==> src/design/rpc_pkg.sv <==
// rpc_pkg: shared types and constants of the region profile collator.
// Holds the transaction structs, opcode and result codes, FSM state type
// and the controller/datapath command and status bundles. No dependencies.
`default_nettype none

package rpc_pkg;

	localparam int ID_W = 32;
	localparam int TS_W = 64;

	// event opcodes
	localparam logic [1:0] EK_FRAME = 2'd0;
	localparam logic [1:0] EK_BEGIN = 2'd1;
	localparam logic [1:0] EK_END   = 2'd2;

	// result codes
	localparam logic [2:0] RK_SUMMARY   = 3'd0;
	localparam logic [2:0] RK_RECORD    = 3'd1;
	localparam logic [2:0] RK_OVERFLOW  = 3'd2;
	localparam logic [2:0] RK_UNDERFLOW = 3'd3;
	localparam logic [2:0] RK_FULL      = 3'd4;
	localparam logic [2:0] RK_ZERO_ID   = 3'd5;

	typedef struct packed {
		logic [1:0]      event_kind;
		logic [TS_W-1:0] timestamp;
		logic [ID_W-1:0] region_id;
	} evt_t;

	typedef struct packed {
		logic [2:0]      result_kind;
		logic [ID_W-1:0] out_region;
		logic [31:0]     call_count;
		logic [TS_W-1:0] clock_total;
		logic [TS_W-1:0] frame_begin;
		logic [TS_W-1:0] frame_end;
		logic            last;
	} res_t;

	typedef enum logic [3:0] {
		ST_IDLE,
		ST_DECODE,
		ST_POP,
		ST_MOD,
		ST_PROBE_RD,
		ST_PROBE_CHK,
		ST_UPD_WR,
		ST_ERR,
		ST_SUM,
		ST_REC_RD,
		ST_REC
	} state_t;

	// controller -> datapath
	typedef struct packed {
		logic       load_item;
		logic       push;
		logic       pop_rd;
		logic       pop_cap;
		logic       mod_step;
		logic       probe_rd;
		logic       probe_next;
		logic       create;
		logic       upd_rd;
		logic       upd_wr;
		logic       err_set;
		logic [2:0] err_kind;
		logic       err_emit;
		logic       sum_emit;
		logic       rec_rd;
		logic       rec_emit;
		logic       rec_next;
		logic       tbl_clear;
	} cmd_t;

	// datapath -> controller
	typedef struct packed {
		logic [1:0] kind;
		logic       enable;
		logic       id_zero;
		logic       stack_full;
		logic       stack_empty;
		logic       mod_last;
		logic       slot_vld;
		logic       key_match;
		logic       table_full;
		logic       probe_last;
		logic       rec_last;
		logic       used_zero;
		logic       out_free;
	} sts_t;

endpackage

`default_nettype wire

==> src/design/rpc_ctrl.sv <==
// rpc_ctrl: sequencing state machine of the region profile collator.
// Uses rpc_pkg; drives the datapath only through cmd_t, reads sts_t.
`default_nettype none

module rpc_ctrl
	import rpc_pkg::*;
(
	input  wire logic clk,
	input  wire logic arst_n,
	input  wire logic evt_valid,
	output logic      evt_stall,
	input  wire sts_t sts,
	output cmd_t      cmd
);

	state_t state_q, state_d;

	// state register
	always_ff @(posedge clk or negedge arst_n) begin
		if (!arst_n) begin
			state_q <= ST_IDLE;
		end else begin
			state_q <= state_d;
		end
	end

	// next state and commands
	always_comb begin
		state_d   = state_q;
		cmd       = '0;
		evt_stall = 1'b1;
		unique case (state_q)
			ST_IDLE: begin
				evt_stall = 1'b0;
				if (evt_valid) begin
					cmd.load_item = 1'b1;
					state_d       = ST_DECODE;
				end
			end
			ST_DECODE: begin
				state_d = ST_IDLE;
				if (sts.enable) begin
					case (sts.kind)
						EK_FRAME: state_d = ST_SUM;
						EK_BEGIN: begin
							if (sts.id_zero) begin
								cmd.err_set  = 1'b1;
								cmd.err_kind = RK_ZERO_ID;
								state_d      = ST_ERR;
							end else if (sts.stack_full) begin
								cmd.err_set  = 1'b1;
								cmd.err_kind = RK_OVERFLOW;
								state_d      = ST_ERR;
							end else begin
								cmd.push = 1'b1;
							end
						end
						EK_END: begin
							if (sts.stack_empty) begin
								cmd.err_set  = 1'b1;
								cmd.err_kind = RK_UNDERFLOW;
								state_d      = ST_ERR;
							end else begin
								cmd.pop_rd = 1'b1;
								state_d    = ST_POP;
							end
						end
						default: state_d = ST_IDLE;
					endcase
				end
			end
			ST_POP: begin
				cmd.pop_cap = 1'b1;
				state_d     = ST_MOD;
			end
			ST_MOD: begin
				cmd.mod_step = 1'b1;
				if (sts.mod_last) state_d = ST_PROBE_RD;
			end
			ST_PROBE_RD: begin
				cmd.probe_rd = 1'b1;
				state_d      = ST_PROBE_CHK;
			end
			ST_PROBE_CHK: begin
				if (!sts.slot_vld) begin
					if (sts.table_full) begin
						cmd.err_set  = 1'b1;
						cmd.err_kind = RK_FULL;
						state_d      = ST_ERR;
					end else begin
						cmd.create = 1'b1;
						state_d    = ST_IDLE;
					end
				end else if (sts.key_match) begin
					cmd.upd_rd = 1'b1;
					state_d    = ST_UPD_WR;
				end else if (sts.probe_last) begin
					cmd.err_set  = 1'b1;
					cmd.err_kind = RK_FULL;
					state_d      = ST_ERR;
				end else begin
					cmd.probe_next = 1'b1;
					state_d        = ST_PROBE_RD;
				end
			end
			ST_UPD_WR: begin
				cmd.upd_wr = 1'b1;
				state_d    = ST_IDLE;
			end
			ST_ERR: begin
				if (sts.out_free) begin
					cmd.err_emit = 1'b1;
					state_d      = ST_IDLE;
				end
			end
			ST_SUM: begin
				if (sts.out_free) begin
					cmd.sum_emit = 1'b1;
					if (sts.used_zero) begin
						cmd.tbl_clear = 1'b1;
						state_d       = ST_IDLE;
					end else begin
						state_d = ST_REC_RD;
					end
				end
			end
			ST_REC_RD: begin
				cmd.rec_rd = 1'b1;
				state_d    = ST_REC;
			end
			ST_REC: begin
				if (sts.out_free) begin
					cmd.rec_emit = 1'b1;
					if (sts.rec_last) begin
						cmd.tbl_clear = 1'b1;
						state_d       = ST_IDLE;
					end else begin
						cmd.rec_next = 1'b1;
						state_d      = ST_REC_RD;
					end
				end
			end
			default: state_d = ST_IDLE;
		endcase
	end

endmodule

`default_nettype wire

==> config.mk <==
export PLATFORM = sky130hd
export DESIGN_NAME = rpc_ctrl
export DESIGN_NICKNAME = d
export VERILOG_FILES = /design/src/design/rpc_pkg.sv /design/src/design/rpc_ctrl.sv
export SDC_FILE = /design/constraint.sdc
export NUM_CORES = 1
export LEC_CHECK = 0
export ABC_AREA = 1
export ABC_CLOCK_PERIOD_IN_PS = 1370
export BUFFER_PORTS_ARGS = -buffer_cell sky130_fd_sc_hd__buf_4
export CORE_MARGIN = 2
export CORE_UTILIZATION = 42
export CTS_BUF_LIST = sky130_fd_sc_hd__clkbuf_16
export DETAILED_ROUTE_END_ITERATION = 8
export GPL_TIMING_DRIVEN = 0
export HOLD_SLACK_MARGIN = 0.02
export PLACE_DENSITY = 0.77
export SYNTH_ARGS = -nofsm -noshare
export SYNTH_HDL_FRONTEND = slang
export SYNTH_SLANG_ARGS = --single-unit
==> constraint.sdc <==
create_clock -name clk -period 1.37 [get_ports clk]
set_input_delay 0.137 -clock clk [delete_from_list [all_inputs] [get_ports clk]]
set_output_delay 0.137 -clock clk [all_outputs]
set_load 0.005 [all_outputs]
* After elaboration in Yosys (flattened, before gate mapping) *
Index checks and enable logic that the tools add are counted.

cells by class
  eq/ne operators = 17
  muxes and demuxes = 60
  reduce and logical (&&, ||, !) cells = 3

operators with widths
  kind                                                                    number
  4-bit 2-to-1 mux                                                        19
  4-bit case mux with 10 select lines                                     1
  1-bit 2-to-1 mux                                                        27
  4-bit by 3-bit equality test with 1-bit output (second input constant)  4
  4-bit case mux with 2 select lines                                      2
  3-bit 2-to-1 mux                                                        5
  4-bit equality test (second input constant)                             3
  4-bit case mux with 3 select lines                                      1
  2-bit != test (second input constant)                                   5
  4-bit by 2-bit equality test with 1-bit output (second input constant)  2
  2-bit 2-to-1 mux                                                        4
  5-bit AND reduction                                                     1
  4-bit by 1-bit equality test with 1-bit output (second input constant)  1
  4-bit zero test                                                         1
  2-bit by 1-bit equality test with 1-bit output (second input constant)  1
  2-bit equality test (second input constant)                             1
  2-bit zero test                                                         1
  1-bit case mux with 2 select lines                                      1

storage, ports and cells
  register bits after elaboration = 4
  input port bits = 17
  output and inout port bits = 21
  logic and storage cells = 81

* Depth between registers and ports, before layout *
  depth after elaboration = 5
  gate-level depth with buffers = 10
  gate-level depth less buffers = 10

* Worst setup path before layout *
OpenSTA, ideal clock, no wires.

  kind = register to output
  start = reg state_q[2]
  end = out cmd[6] in the netlist's numbering
  arrival time = 1.089 ns
  data required time = 1.233 ns
  setup slack = 0.144 ns
  cell stages (with the launch flop) = 8
  path buffers = 0
  cell sequence = dfrtp_1 nor2_4 nand2_2 nor2_4 inv_2 nor2_1 inv_1 a21oi_1

RTL lines
  item                      line            source
  start: declaration        rpc_ctrl.sv:16  state_t state_q, state_d;
  start signal: assignment  rpc_ctrl.sv:23  state_q <= state_d;
  end: declaration          rpc_ctrl.sv:13  output cmd_t cmd

==> out/results.ini <==
[power]
power.density_nw_per_um2=1717
total_power_uw=2094
p_seq_share_pct=13.2
p_sw_share_pct=44.16
internal_power_uw=1169
peakVddDrop_uv=1597
p_clk_share_pct=22.1
comb_power_share_pct=64.7
p_sw_uw=924.7
leakage_uw=0.0006843

[floorplan]
io_pins=38
die_height_microns=43.36
num_rows=14
dieArea_sq_um=1880
start_util_pct=44.22
core_area_sq_um=1471
die_w_microns=43.36

[sta]
maxSlewViolCount=0
rsz0062_at_grt=yes
period_needed_ns=1.559
worst_pin_slew_ns=0.3078
relSlewSlack_pct=79.26
timing.final.ws_setup_ns=-0.1892
hold_viol=0
fin_crit_sh_pct=113.8
fin_skew_ns=0.003885
finalSetupTns_ns=-2.014
fmax_mhz=641.4
setup_viol=19

[synthesis]
synth_warnings=0
async_reset_ff_share_pct=100.0
synthCells=114
syn_avg_cell_area_sq_um=5.707
syn_area_sq_um=650.6
synthFlopType=dfrtp_1
synth_top_area_share_pct=19.04
ys_seq_elements=4
ys_types=22
synth.most_common_cell=nand2_1
synth_edf_count=0
yosysSeqAreaShare_pct=15.38
yosys.area.top_type=nand2_1
syn_nets=135
ys_top_cells_by_count=33 x nand2_1, 19 x inv_1, 19 x nor2_1
synth.area.top_cells=nand2_1 19%, dfrtp_1 15%, inv_1 11%, nor2_1 11%, ha_1 7.7%

[detailed_routing]
drt_iter0_drc=11
wirelength_microns=2399
vias=920
firstDrtPassIters=4
drc=0
ant_nets=0
viasPerCell=5.000
wl_per_cell_microns=13.04

[layout]
multi_input_comb_area_sq_um=539.3
largest_reg_flops=4
fill_cells=101
area_delta_synth_final_pct=87.50
largest-register=state_q
drive_above_1_share_pct=55.95
regArea_sq_um=103.9
top_regs=state_q (4)
diodes=0
nets=191
fin_cells=184
fin_area_sq_um=1220

[placed_design]
dp_cells=167
dp_hpwl_microns=1475
placed_area_sq_um=948.4
place_congestion=0.8689
post-place-ws_ns=-0.03809
io_buffer_count=37

[clock_tree]
cts_tree=yes
ctsRootBufferMaster=clkbuf_16
htree_num_levels=1
cts_made_buffers=3
clock_latency_ns=0.23
clk_pin_slew_ns=0.03
cts_buffer_depth=2
clkSinkCount=4

[flow_run]
maxCapViolCount=0

[grt]
overflow=0
grt_pass1_wl_microns=3263
grt_max_degree=7
grtUsageMet2_pct=42.39
antenna_found_initial=0
grt_pass1_vias=829
busiest_layer=met2
grt.met3_usage_pct=3.750
track_usage_pct=22.38
grtUsageMet1_pct=25.06

[worst_hold_path]
hp-class=in -> async

[critical_path]
worst_setup_path_start_kind=flop
cp_max_fo=5
r2r_cells=9
r2r-end=state_q[0]$_DFFE_PN0P_
worstReg2RegStart=state_q[1]$_DFFE_PN0P_
end_kind=output pin
path_class=reg -> out
r2r_slack_ns=-0.16
crit_required_ns=1.23
worstPathArrival_ns=1.42

[status]
violations=setup timing
status=finished with violations

==> cells in the final DEF (no fill, tap or decap) <==
cell type,n
nor2_4,5
a22o_1,1
dfrtp_2,3
ha_1,4
inv_2,9
clkbuf_16,3
inv_4,1
nor2_2,6
nand3b_1,5
dfrtp_1,1
nor3_1,1
nand3_4,1
o21ai_0,2
a31oi_1,1
nand2_2,9
a21oi_2,2
inv_1,13
dlygate4sd3_1,1
o21bai_1,1
a21oi_1,2
nor4b_2,1
o21ai_2,1
or2_4,1
nor2_1,12
nand3_1,5
buf_4,48
buf_6,2
nand2_1,25
nand2_4,2
==> critical path, cell delays in order, from the launching register on <==
cell and delay (ns):
dfrtp_2 0.41, inv_2 0.08, nor2_4 0.19, buf_4 0.15, nand3b_1 0.10, nor2_1 0.13
buf_4 0.12
==> power by group through the flow <==
stage / logic (uW) / clock network, uW / registers [uW]
6_report: 1350 / 464 / 276
5_1_grt: 1450 / 479 / 285
4_1_cts: 958 / 458 / 244
3_5_place_dp: 854 / 0 / 244
3_3_place_gp: 842 / 0 / 241
2_1_floorplan: 566 / 0 / 230
==> cell families (layout without fill, tap and decap cells) <==
group / count (synthesis) / in the layout / share of synthesized area, %
and+or+nand+nor: 73 / 73 / 54.23
adders and majority gates: 4 / 4 / 7.693
AOI/OAI and AO/OA: 10 / 10 / 9.425
DFF: 4 / 4 / 15.39
buffers and inverters: 23 / 77 / 13.27
==> layout make-up <==
class	instances	area share, %
Multi-Input combinational cell	87	44.21
Timing Repair Buffer	51	32.21
Sequential cell	4	8.513
Inverter	23	7.282
Clock buffer	3	6.154
Tap cell	16	1.641
==> stage by stage <==
stage,utilization (%),hold WS [ns]
finish,82.91,0.2405
detailed placement,64.46,-0.06524
global placement,64.46,-0.06815
floorplan,-,-0.1586
global route,82.91,0.2475
CTS,72.53,0.2286
==> worst max path at each step <==
stage                                      start  endpoint  slack [ns]  cells after the start
after floorplan           state_q[2]$_DFFE_PN0P_    cmd[6]        0.14                      7
after global placement    state_q[2]$_DFFE_PN0P_    cmd[6]       -0.04                      8
after detailed placement  state_q[2]$_DFFE_PN0P_    cmd[7]       -0.04                      8
after CTS                 state_q[2]$_DFFE_PN0P_    cmd[7]       -0.19                      8
after global routing      state_q[3]$_DFFE_PN0P_    cmd[7]       -0.25                      8
final                     state_q[3]$_DFFE_PN0P_    cmd[1]       -0.19                      6
==> routing by layer <==
metal,routed length (microns),vias to the layer above,share of wire [%]
met5,0,-,0
li1,-,459,-
met3,140,4,5.8
met4,29,0,1.2
met1,955,414,40
met2,1274,43,53
==> repair_timing <==
action                     4_1_cts  5_1_grt
gates cloned                     0        0
hold endpoints to repair         4        0
pin swaps                        3       10
gates resized for setup          2       34
setup endpoints to repair       15       24
buffers inserted                 4        9
hold buffers                     1        0
No activity file was read; power rests on OpenSTA's default activity.
